File: src/rtl/core/wtsp_pkg.sv
`timescale 1ns / 1ps
// ----------------------------------------------------------------------------
// wtsp_pkg
// Shared widths, codes and types of the world to screen projection pipeline.
// ----------------------------------------------------------------------------
package wtsp_pkg;

  // fixed point format of matrix entries and coordinates
  localparam int COORD_FRAC_BITS = 12;
  localparam int WORD_W          = 32;
  localparam int PROD_W          = 2 * WORD_W;
  // dot product: three floored products plus one entry
  localparam int DOT_W           = PROD_W - COORD_FRAC_BITS + 2;

  // screen size and scale factor k = 8 * size
  localparam int DIM_W           = 14;
  localparam int K_W             = DIM_W + 3;

  // quotient: integer part below 2^CLIP_SHIFT, times k
  localparam int CLIP_SHIFT      = 19;
  localparam int QBITS           = CLIP_SHIFT + K_W;
  localparam int QIDX_W          = $clog2(QBITS);
  localparam int NUM_W           = DOT_W + K_W;
  localparam int LO_W            = DOT_W / 2;
  localparam int HI_W            = DOT_W - LO_W;
  localparam int QS_W            = QBITS + 2;
  localparam int PX_W            = QS_W + 1;

  // pixel output range
  localparam int PIX_W           = 19;
  localparam int QUOT_CLIP       = 4194304;
  localparam int PIX_MAX         = 262143;
  localparam int PIX_MIN         = -262144;

  // configuration port
  localparam int N_MAT           = 12;
  localparam int CFG_IDX_W       = 3;
  localparam int CFG_DATA_W      = 64;

  typedef enum logic [CFG_IDX_W-1:0] {
    REG_X_FIRST  = 3'd0,
    REG_X_SECOND = 3'd1,
    REG_Y_FIRST  = 3'd2,
    REG_Y_SECOND = 3'd3,
    REG_W_FIRST  = 3'd4,
    REG_W_SECOND = 3'd5,
    REG_SCR_W    = 3'd6,
    REG_SCR_H    = 3'd7
  } cfg_reg_e;

  typedef enum logic [1:0] {
    STATUS_ON     = 2'd0,
    STATUS_BEHIND = 2'd1,
    STATUS_OFF    = 2'd2
  } status_e;

  typedef struct packed {
    logic [N_MAT-1:0][WORD_W-1:0] mat;
    logic [DIM_W-1:0]             scr_w;
    logic [DIM_W-1:0]             scr_h;
  } cfg_t;

  // one axis on its way into the divider
  typedef struct packed {
    logic             neg;
    logic             clip;
    logic [NUM_W-1:0] num;
  } lane_t;

  typedef struct packed {
    logic             behind;
    logic [DOT_W-1:0] den;
    lane_t            x;
    lane_t            y;
  } front_t;

  // one axis out of the divider
  typedef struct packed {
    logic             neg;
    logic             clip;
    logic [QBITS-1:0] q;
    logic             remnz;
  } quo_t;

  typedef struct packed {
    logic  behind;
    quo_t  x;
    quo_t  y;
  } div_out_t;

endpackage

File: src/rtl/core/wtsp_back.sv
`timescale 1ns / 1ps
// ----------------------------------------------------------------------------
// wtsp_back
// Signed floor quotient, viewport offset, saturation and screen test.
// Two register stages; the second is the output register.
// ----------------------------------------------------------------------------
module wtsp_back (
  input  logic                          clk_i,
  input  logic                          rst_ni,
  input  wtsp_pkg::cfg_t                cfg_i,
  input  logic                          in_valid_i,
  output logic                          in_ready_o,
  input  wtsp_pkg::div_out_t            in_i,
  output logic                          out_valid_o,
  input  logic                          out_ready_i,
  output logic [1:0]                    status_o,
  output logic signed [wtsp_pkg::PIX_W-1:0] pixel_x_o,
  output logic signed [wtsp_pkg::PIX_W-1:0] pixel_y_o
);
  import wtsp_pkg::*;

  localparam int NS = 2;
  localparam logic signed [PX_W-1:0] P_MAX = PX_W'(PIX_MAX);
  localparam logic signed [PX_W-1:0] P_MIN = PX_W'(PIX_MIN);

  logic [NS-1:0] v_q;
  logic [NS:0]   rdy;

  // bubble collapsing ready chain
  always_comb begin
    rdy[NS] = out_ready_i;
    for (int i = NS - 1; i >= 0; i--) begin
      rdy[i] = ~v_q[i] | rdy[i+1];
    end
  end

  assign in_ready_o  = rdy[0];
  assign out_valid_o = v_q[NS-1];

  always_ff @(posedge clk_i or negedge rst_ni) begin
    if (!rst_ni) begin
      v_q <= '0;
    end else begin
      for (int i = 0; i < NS; i++) begin
        if (rdy[i]) begin
          v_q[i] <= (i == 0) ? in_valid_i : v_q[i-1];
        end
      end
    end
  end

  // floor of the signed scaled quotient
  function automatic logic signed [QS_W-1:0] sq(input quo_t v, input logic kzero);
    logic signed [QS_W-1:0] m;
    m = QS_W'(v.q);
    if (kzero) begin
      return '0;
    end else if (v.clip) begin
      return v.neg ? -QS_W'(QUOT_CLIP) : QS_W'(QUOT_CLIP);
    end else if (v.neg) begin
      return -(m + QS_W'(v.remnz));
    end
    return m;
  endfunction

  function automatic logic signed [PX_W-1:0] clamp(input logic signed [PX_W-1:0] v);
    if (v > P_MAX) begin
      return P_MAX;
    end else if (v < P_MIN) begin
      return P_MIN;
    end
    return v;
  endfunction

  // stage 0: add viewport offsets
  logic signed [PX_W-1:0] base_x, base_y;
  logic signed [PX_W-1:0] px_q, py_q;
  logic                   behind_q;

  assign base_x = PX_W'({cfg_i.scr_w[DIM_W-1:1], 4'b1000});
  assign base_y = PX_W'({cfg_i.scr_h[DIM_W-1:1], 4'b0000}) - PX_W'(8);

  always_ff @(posedge clk_i) begin
    if (rdy[0]) begin
      behind_q <= in_i.behind;
      px_q     <= base_x + PX_W'(sq(in_i.x, cfg_i.scr_w == '0));
      py_q     <= base_y + PX_W'(sq(in_i.y, cfg_i.scr_h == '0));
    end
  end

  // stage 1: saturate and classify
  logic signed [PX_W-1:0] cx, cy, lim_x, lim_y;
  logic [1:0]             status_q;
  logic signed [PIX_W-1:0] pxo_q, pyo_q;

  always_comb begin
    cx    = clamp(px_q);
    cy    = clamp(py_q);
    lim_x = PX_W'({cfg_i.scr_w, 4'b0000});
    lim_y = PX_W'({cfg_i.scr_h, 4'b0000});
  end

  always_ff @(posedge clk_i) begin
    if (rdy[1]) begin
      if (behind_q) begin
        status_q <= STATUS_BEHIND;
        pxo_q    <= '0;
        pyo_q    <= '0;
      end else begin
        status_q <= (cx < 0 || cx > lim_x || cy < 0 || cy > lim_y) ? STATUS_OFF : STATUS_ON;
        pxo_q    <= cx[PIX_W-1:0];
        pyo_q    <= cy[PIX_W-1:0];
      end
    end
  end

  assign status_o  = status_q;
  assign pixel_x_o = pxo_q;
  assign pixel_y_o = pyo_q;

endmodule

File: config.mk
export PLATFORM = sky130hd
export DESIGN_NAME = wtsp_back
export DESIGN_NICKNAME = d
export VERILOG_FILES = /design/src/rtl/core/wtsp_pkg.sv /design/src/rtl/core/wtsp_back.sv
export SDC_FILE = /design/constraint.sdc
export NUM_CORES = 1
export LEC_CHECK = 0
export ABC_AREA = 1
export BUFFER_PORTS_ARGS = -buffer_cell sky130_fd_sc_hd__buf_2
export CORE_AREA = 2 2 209 211
export CTS_CLUSTER_DIAMETER = 200
export DETAILED_ROUTE_END_ITERATION = 6
export DIE_AREA = 0 0 211 213
export PLACE_DENSITY = 0.66
export REMOVE_ABC_BUFFERS = 1
export SETUP_SLACK_MARGIN = 0.5
export SYNTH_ARGS = -nofsm -noshare
export SYNTH_HDL_FRONTEND = slang
export SYNTH_SLANG_ARGS = --single-unit
File: constraint.sdc
create_clock -name clk_i -period 5.94 [get_ports clk_i]
set_clock_uncertainty 0.05 [all_clocks]
set_input_delay 0.297 -clock clk_i [delete_from_list [all_inputs] [get_ports clk_i]]
set_output_delay 0.297 -clock clk_i [all_outputs]
set_load 0.1 [all_outputs]
## Word level (Yosys, flattened, before mapping)

Cells that the tools add are included.

- Bitwise operators: 4
- Mux-type cells: 31
- $add $sub $neg: 7
- Reduce and logical (&&, ||, !) cells: 5
- Magnitude comparators: 8

Operator list:

| cell | number |
|---|---|
| $mux 38 | 12 |
| $mux 39 | 6 |
| $add 18x38->39 | 2 |
| $gt 39x19->1 | 2 |
| $gt 39x19->1 const B | 2 |
| $lt 39x1->1 const B | 2 |
| $lt 39x19->1 const B | 2 |
| $neg 37->38 | 2 |
| $add 36x1->37 | 2 |
| $logic_not 14->1 | 2 |
| $sub 17x4->18 const B | 1 |
| $mux 1 | 12 |
| $logic_or 1x1->1 | 3 |
| $mux 2 | 1 |
| $not 1->1 | 2 |
| $or 1x1->1 | 2 |

- Input bits: 495
- Register bits after elaboration: 121

## Longest topological paths before layout

Gate-level depths: netlist of run 1.

- Depth in word-level cells: 9
- Mapped depth: 30

## Least setup slack after synthesis of run 1

Ideal clock, no wire load.

- Kind: register to register
- Start point: reg v_q[1]
- End point: reg behind_q (enable)
- Clock period less this slack: 5038 ps
- Stages on the path, launching flop included: 2
- Data arrival time: 3706 ps
- Setup time: 1282 ps
- Setup slack: 902 ps
- Cells stage by stage: dfrtp_1 nand3_1

- Cells in the longest elaborated chain, start to end: 3

Ends and longest elaborated chain:

| what | line | source |
|---|---|---|
| start: declaration | wtsp_back.sv:26 | `logic [NS-1:0] v_q;` |
| start signal: indexed assignment | wtsp_back.sv:46 | `v_q[i] <= (i == 0) ? in_valid_i : v_q[i-1];` |
| $not 1->1 | wtsp_back.sv:33 | `rdy[i] = ~v_q[i] \| rdy[i+1];` |
| $or 1x1->1 (2 in series) | wtsp_back.sv:33 |  |
| via in_ready_o | wtsp_back.sv:12 | `output logic in_ready_o,` |
| end signal: assignment | wtsp_back.sv:85 | `behind_q <= in_i.behind;` |
| end: declaration | wtsp_back.sv:78 | `logic behind_q;` |

The timed path passes the listed nets, and every way through them passes these cells.
A chain may end at the register's enable or synchronous reset.

## Worst setup path after layout of run 1

- Start point: in cfg_i[1] in the netlist's numbering
- End point: reg py_q[27], data pin

- Cells in the longest elaborated chain, start to end: 6
- Elaborated cells on any way between the ends: 8

Ends and longest elaborated chain:

| what | line | source |
|---|---|---|
| start: declaration | wtsp_back.sv:10 | `input wtsp_pkg::cfg_t cfg_i,` |
| branches (longest 5 deep; another with $sub 17x4->18) | -- |  |
| $add 18x38->39 (*) | wtsp_back.sv:87 | `py_q <= base_y + PX_W'(sq(in_i.y, cfg_i.scr_h == '0));` |
| end signal: assignment | wtsp_back.sv:87 |  |
| end: declaration | wtsp_back.sv:77 | `logic signed [PX_W-1:0] px_q, py_q;` |

Mark *: on every way between the ends. The select of a mux whose other input is x is not followed.

==> results of run 1 <==
## cell usage in the layout, fill, tap and decap left out, types with 5 or more instances in the layout
cell type   count
xor2_1         59
clkinv_1        5
o21ai_1        10
a21boi_0        7
buf_4           8
xnor2_1        25
o21a_1         10
o21bai_1        6
clkbuf_16      17
o22ai_1        14
a21oi_1       165
a21o_1         14
nor4_1         11
nor2_4         11
buf_2         152
inv_2          13
nand2_2        22
nand3_1        98
inv_1         392
nand3_2        11
nand2_1       483
clkinvlp_4      5
nor3_1         25
o32ai_1         5
edfxtp_1      119
nor2_2         26
nand4_1        46
o211ai_1        5
nor2_1        223
ha_1          154
o21ai_0       155
a31oi_1        17
## logic make-up (layout without fill, tap and decap cells)
group | count (synthesis) | in the layout
simple gates | 981 | 981
compound gates | 438 | 438
buf+inv | 429 | 604
fa+ha+maj | 156 | 156
flops | 121 | 121
xor+xnor | 84 | 84
## through the flow
step	hold WS, ps	area [um^2]	std cells	utilization, %
after floorplan	-48.6	14700	2189	-
after detailed placement	34.7	16200	2895	38.0
after global placement	32.8	16200	2895	38.0
final	154	16800	2930	39.3
after CTS	106	16800	2930	39.3
after global routing	138	16800	2930	39.3
## registers in the layout (all words and copies together), names as in the netlist
| name | cells |
|---|---|
| px_q | 39 |
| py_q | 39 |
| pixel_x_o | 19 |
| pixel_y_o | 19 |
| status_o | 2 |
| v_q | 2 |
| behind_q | 1 |
## metal layers
layer | share of wire, % | vias up | global-route usage, %
met5 | 0.016 | - | 0
li1 | - | 7655 | -
met1 | 44 | 7025 | 28.5
met3 | 4.2 | 104 | 2.62
met4 | 5.2 | 2 | 11.5
met2 | 46 | 422 | 37.7
## path summary, 6_finish.rpt
path / start / end / slack, ps / cells after the start
worst min-delay path: rst_ni / v_q[1] / 150 / 2
min in group clk_i: in_i[3] / py_q[2] / 240 / 3
worst max register to register: px_q[31] / status_o[1] / 1750 / 13
max in group asynchronous: rst_ni / v_q[0] / 5590 / 2
worst max-delay path: cfg_i[1] / py_q[27] / 1260 / 24
worst min register to register: v_q[0] / v_q[1] / 480 / 2
## where the power goes
group	leakage, uW	internal (uW)	switching, uW
logic	0.00700	434	1120
clock network	0.000240	527	364
registers	0.00125	1110	55.3
## area by class of cell
| type | instances | area [um^2] |
|---|---|---|
| clock inverters | 12 | 78.8 |
| clock buffers | 20 | 437 |
| well taps | 546 | 683 |
| repair buffers | 163 | 851 |
| inverters | 409 | 1540 |
| multi-input cells | 1659 | 9550 |
| fillers | 4533 | 25900 |
| flip-flops and latches | 121 | 3620 |
==> summary.txt, run 1 <==
RSZ-0062 raised after global routing - no
first-pass GRT wire length - 78200 um
maximum clock frequency - 214 MHz
maximum vdd drop - 0.269 mV
Post-Synthesis Cells - 2209
initial antenna violation count - 1
yosys warns - 0
post-route ant nets - 0
# DRC - 0
H-Tree Depth - 4
vias - 15200
total track usage - 22.5%
critical path class - input pin to register
fin nets - 3022
Post-Synth Adder-Cell Area - 13.3%
Min-Delay Path Class - input pin to asynchronous set/reset pin
Final period util - 78.8%
Period minus WS final - 4680 ps
Congestion Overflow GR - 0
CTS Hold Buffers Added - 3
vias in the first global route - 14600
dominant synthesized flop cell - edfxtp_1
Critical path buffers and inverters - 6
crit path capture type - register
largest cells by area after synthesis - edfxtp_1 24%, ha_1 13%, nand2_1 12%
post-DP HPWL - 43700 um
Synth cell types - 61
PortBufs - 152
Pre-antenna DRT Iters - 6
CP cell instances - buf_2 > inv_1 > nand2_2 > nor2_4 > nand2_2 > nor3_4 > nor2_4 > inv_1 > nor2_1 > inv_1 > buf_4 > o22ai_1 > ha_1 > a21oi_1 > o21ai_1 > a21oi_2 > o21ai_1 > a21boi_1 > inv_1 > nand2_1 > nand2_1 > a21boi_1 > o21ai_1 > xor2_1
Syn-to-layout area delta - 13.4%
Post-CTS Setup Repair Bufs - 0
family with the most delay on the worst path - compound AO/OA/AOI/OAI gates
Die Height - 213 um
initial core utilization - 34.6%
Die X - 211 um
post-synthesis mux area share - 0%
Simple-Gate Fraction of Synth Area - 29.6%
Routed wire per std cell - 17.3 um
worst path required time - 6050 ps
Clock Root Buffer - clkbuf_16
actual slew at the worst max-slew pin - 1020 ps
clk buf depth - 2
max_cap viols - 0
Post-Synth XOR/XNOR Area - 4.98%
largest area contributor in the netlist - edfxtp_1
Pwr Total - 3610 uW
Seq/Total Area, Yosys - 24.5%
Cell Area, Synth - 14800 um^2
Setup WS post-layout - 1260 ps
DR iter-0 viols - 1002
Avg Cell Area, Syn - 6.69 um^2
most used cell, CP - inv_1
Die ar. - 44900 um^2
fraction of layout cells with a size suffix above 1 - 12.3%
Hold Fails Final Rpt - 0
Via density - 5.19
total CTS buffers - 17
Pwr Density - 215 nW/um^2
clk sinks - 121
later-pin clock latency in the skew report - 430 ps
Max Transition Viols Final - 0
list of most frequent post-synthesis cells - 483 x nand2_1, 392 x inv_1, 223 x nor2_1, 165 x a21oi_1, 156 x o21ai_0
Lkg Pwr - 0.00848 uW
worst stage delay on the critical path - 400 ps
worst-path maximum fanout - 18
I/O pin cnt - 537
Final TNS setup - 0 ps
antenna diode count - 0
relative slew slack - 32.3%
crit path DAT - 4790 ps
pre-CTS WS - 941 ps
top-area cell type share of the netlist area - 24.2%
compound-gate portion of the synthesized area - 16.7%
share of flip-flops with an asynchronous set or reset - 1.65%
clock-pin slew on the worst setup and hold paths - 50 ps
post_cts resized - 0
GP Congestion - 0.974
CTS tree - done
Rows - 76
final setup violation count - 0
largest net degree at the start of global routing - 81
most frequent cell after synthesis - nand2_1
Critical Path Source Type - input pin
main combinational cell family by area after synthesis - simple AND/OR/NAND/NOR gates
register bit count reported by yosys - 121
Placeable Area - 42700 um^2
slowest stage cell, crit path - ha_1
number of synthesized flops with an enable pin - 119
drt total wl - 50700 um
status - completed
Power figures use the tool's default switching activity.
==> inputs of run 2 (changes only) <==
--- a/config.mk
+++ b/config.mk
@@ -7,11 +7,11 @@
 export LEC_CHECK = 0
 export ABC_AREA = 1
 export BUFFER_PORTS_ARGS = -buffer_cell sky130_fd_sc_hd__buf_2
-export CORE_AREA = 2 2 209 211
+export CORE_AREA = 2 2 211 213
 export CTS_CLUSTER_DIAMETER = 200
 export DETAILED_ROUTE_END_ITERATION = 6
-export DIE_AREA = 0 0 211 213
-export PLACE_DENSITY = 0.66
+export DIE_AREA = 0 0 213 215
+export PLACE_DENSITY = 0.65
 export REMOVE_ABC_BUFFERS = 1
 export SETUP_SLACK_MARGIN = 0.5
 export SYNTH_ARGS = -nofsm -noshare
==> constraint.sdc (replaced) <==
create_clock -name clk_i -period 4.9 [get_ports clk_i]
set_clock_uncertainty 0.05 [all_clocks]
set_input_delay 0.245 -clock clk_i [delete_from_list [all_inputs] [get_ports clk_i]]
set_output_delay 0.245 -clock clk_i [all_outputs]
set_load 0.1 [all_outputs]
==> summary.txt, run 2 (same netlist as run 1, synthesis figures left out) <==
status - completed (unchanged)
clk sinks - 121 (unchanged)
crit path capture type - register (unchanged)
DR iter-0 viols - 1058 (was 1002)
Clock Root Buffer - clkbuf_16 (unchanged)
PortBufs - 152 (unchanged)
Min-Delay Path Class - input pin to asynchronous set/reset pin (unchanged)
Die X - 213 um (was 211 um)
placed insts - 2956 (was 2895)
maximum clock frequency - 243 MHz
Final Non-Filler Cells - 2997 (was 2930)
Rows - 77 (was 76)
post-DP HPWL - 45100 um (was 43700 um)
first-pass GRT wire length - 80000 um (was 78200 um)
relative slew slack - 33.0% (was 32.3%)
most common library cell in the layout ignoring fill and taps - nand2_1 (unchanged)
FF-to-FF Start - px_q[31] (unchanged)
total track usage - 22.8% (was 22.5%)
Final TNS setup - 0 ps (unchanged)
fraction of layout cells with a size suffix above 1 - 13.5% (was 12.3%)
Pre-antenna DRT Iters - 5 (was 6)
worst path required time - 5100 ps (was 6050 ps)
H-Tree Depth - 4 (unchanged)
Final period util - 83.9%
RSZ-0062 raised after global routing - no (unchanged)
reg2reg path depth - 14 (was 13)
post-route ant nets - 0 (unchanged)
total CTS buffers - 17 (unchanged)
Period minus WS final - 4110 ps
Lkg Pwr - 0.00861 uW (was 0.00848 uW)
Via density - 5.09 (was 5.19)
fin nets - 3039 (was 3022)
Congestion Overflow GR - 0 (unchanged)
drt total wl - 52100 um (was 50700 um)
worst-path maximum fanout - 4 (was 18)
clock-pin slew on the worst setup and hold paths - 60 ps (was 50 ps)
Die ar. - 45800 um^2 (was 44900 um^2)
crit path DAT - 4310 ps (was 4790 ps)
CTS tree - done (unchanged)
Syn-to-layout area delta - 15.5% (was 13.4%)
GP Congestion - 0.962 (was 0.974)
Regs by FF count - px_q x39, py_q x39 (unchanged)
later-pin clock latency in the skew report - 430 ps (about the same)
vias in the first global route - 14600 (about the same)
most frequent cells in the layout - 482 x nand2_1, 392 x inv_1, 223 x nor2_1 (was 483 x nand2_1, 392 x inv_1, 223 x nor2_1)
Pwr Density - 267 nW/um^2 (was 215 nW/um^2)
largest net degree at the start of global routing - 47 (was 81)
maximum vdd drop - 0.234 mV (was 0.269 mV)
Pwr Total - 4550 uW (was 3610 uW)
final setup violation count - 0 (unchanged)
Max Transition Viols Final - 0 (unchanged)
clk buf depth - 2 (unchanged)
# fillers - 4617 (was 4533)
vias - 15300 (was 15200)
actual slew at the worst max-slew pin - 1000 ps (was 1020 ps)
I/O pin cnt - 537 (unchanged)
critical path class - input pin to register (unchanged)
Routed wire per std cell - 17.4 um (was 17.3 um)
initial antenna violation count - 1 (unchanged)
initial core utilization - 33.9% (was 34.6%)
Hold Fails Final Rpt - 0 (unchanged)
# DRC - 0 (unchanged)
Placeable Area - 43600 um^2 (was 42700 um^2)
Die Height - 215 um (was 213 um)
r2r endpoint - status_o[1] (unchanged)
Critical Path Source Type - input pin (unchanged)
R2R Setup Slk - 1050 ps (was 1750 ps)
max_cap viols - 0 (unchanged)
run 2: changes by cell type in the layout (fill, tap and decap cells not counted), moves of 3 or more:
| cell | before | now |
|---|---|---|
| buf_4 | 8 | 24 |
| o21ai_0 | 155 | 147 |
| a21oi_1 | 165 | 160 |
| a21oi_2 | 3 | 8 |
| o21ai_1 | 10 | 15 |
| diode_2 | 0 | 4 |
| inv_6 | 1 | 4 |
| o21ai_2 | 4 | 7 |
run 2: final cells by class:
type | count | area (um^2) | share of cell area [%]
Timing Repair Buffer | 180 | 991 | 5.80
Sequential cell | 121 | 3620 | 21.2
Clock inverter | 14 | 148 | 0.865
Multi-Input combinational cell | 1659 | 9600 | 56.2
Clock buffer | 18 | 429 | 2.51
Antenna cell | 4 | 10.0 | 0.0586
Inverter | 409 | 1540 | 8.99
Tap cell | 592 | 741 | 4.34
run 2: worst max path at each step:
stage | from | end | slack [ps] | cells past startpoint
CTS | in_i[1] | py_q[33] | 540 | 27
global route | in_i[5] | py_q[33] | 470 | 27
floorplan | v_q[1] | behind_q | -140 | 1
finish | in_i[1] | py_q[37] | 790 | 27
detailed placement | in_i[1] | py_q[33] | 100 | 27
global placement | in_i[1] | py_q[33] | 130 | 27
run 2: timing repair:
item | in CTS | in global routing
endpoints found under the hold margin | 4 | 0
setup endpoints to repair | 0 | 13
hold buffers | 3 | 0
resized for setup | 0 | 20
setup buffers | 0 | 2
run 2: critical path, cell delays in order:
cell and delay, ps:
buf_2 100, inv_1 70, ha_1 150, ha_2 230, inv_1 60, ha_1 200
nor3_1 190, nor2_1 100, o21ai_2 220, buf_4 150, a31oi_1 150, o21ai_2 250
nand4_1 190, nand3_1 110, nand2_1 50, o21ai_1 150, o21ai_1 140, ha_2 400
nand2_1 80, o21ai_0 160, inv_1 90, o221ai_1 250, a21oi_1 70, nand2_1 140
nand2_1 70, nand2_1 80, xor2_1 200
run 2: metal layers:
| layer | vias up | routed length (um) | GRT usage, % | share of wire (%) |
|---|---|---|---|---|
| met5 | - | 0 | 0 | 0 |
| met4 | 0 | 2060 | 9.70 | 4.0 |
| met3 | 85 | 2220 | 1.93 | 4.3 |
| met2 | 449 | 24800 | 38.9 | 48 |
| met1 | 7032 | 22900 | 29.2 | 44 |
| li1 | 7685 | - | - | - |
run 2: where the power goes:
| group | leakage (uW) | internal (uW) | switching [uW] |
|---|---|---|---|
| logic | 0.00709 | 547 | 1370 |
| registers | 0.00125 | 1350 | 75.2 |
| clock network | 0.000271 | 749 | 464 |
| total | 0.00861 | 2650 | 1910 |
run 2: through the flow:
| step | utilization (%) | instance area (um^2) | hold slack (ps) | setup WS [ps] |
|---|---|---|---|---|
| 2_1_floorplan | - | 14700 | -101 | -138 |
| 3_3_place_gp | 37.6 | 16400 | -18.4 | 132 |
| 6_report | 39.1 | 17100 | 102 | 787 |
| 5_1_grt | 39.1 | 17100 | 99.5 | 469 |
| 3_5_place_dp | 37.6 | 16400 | -14.6 | 97.2 |
| 4_1_cts | 39.0 | 17000 | 57.8 | 538 |
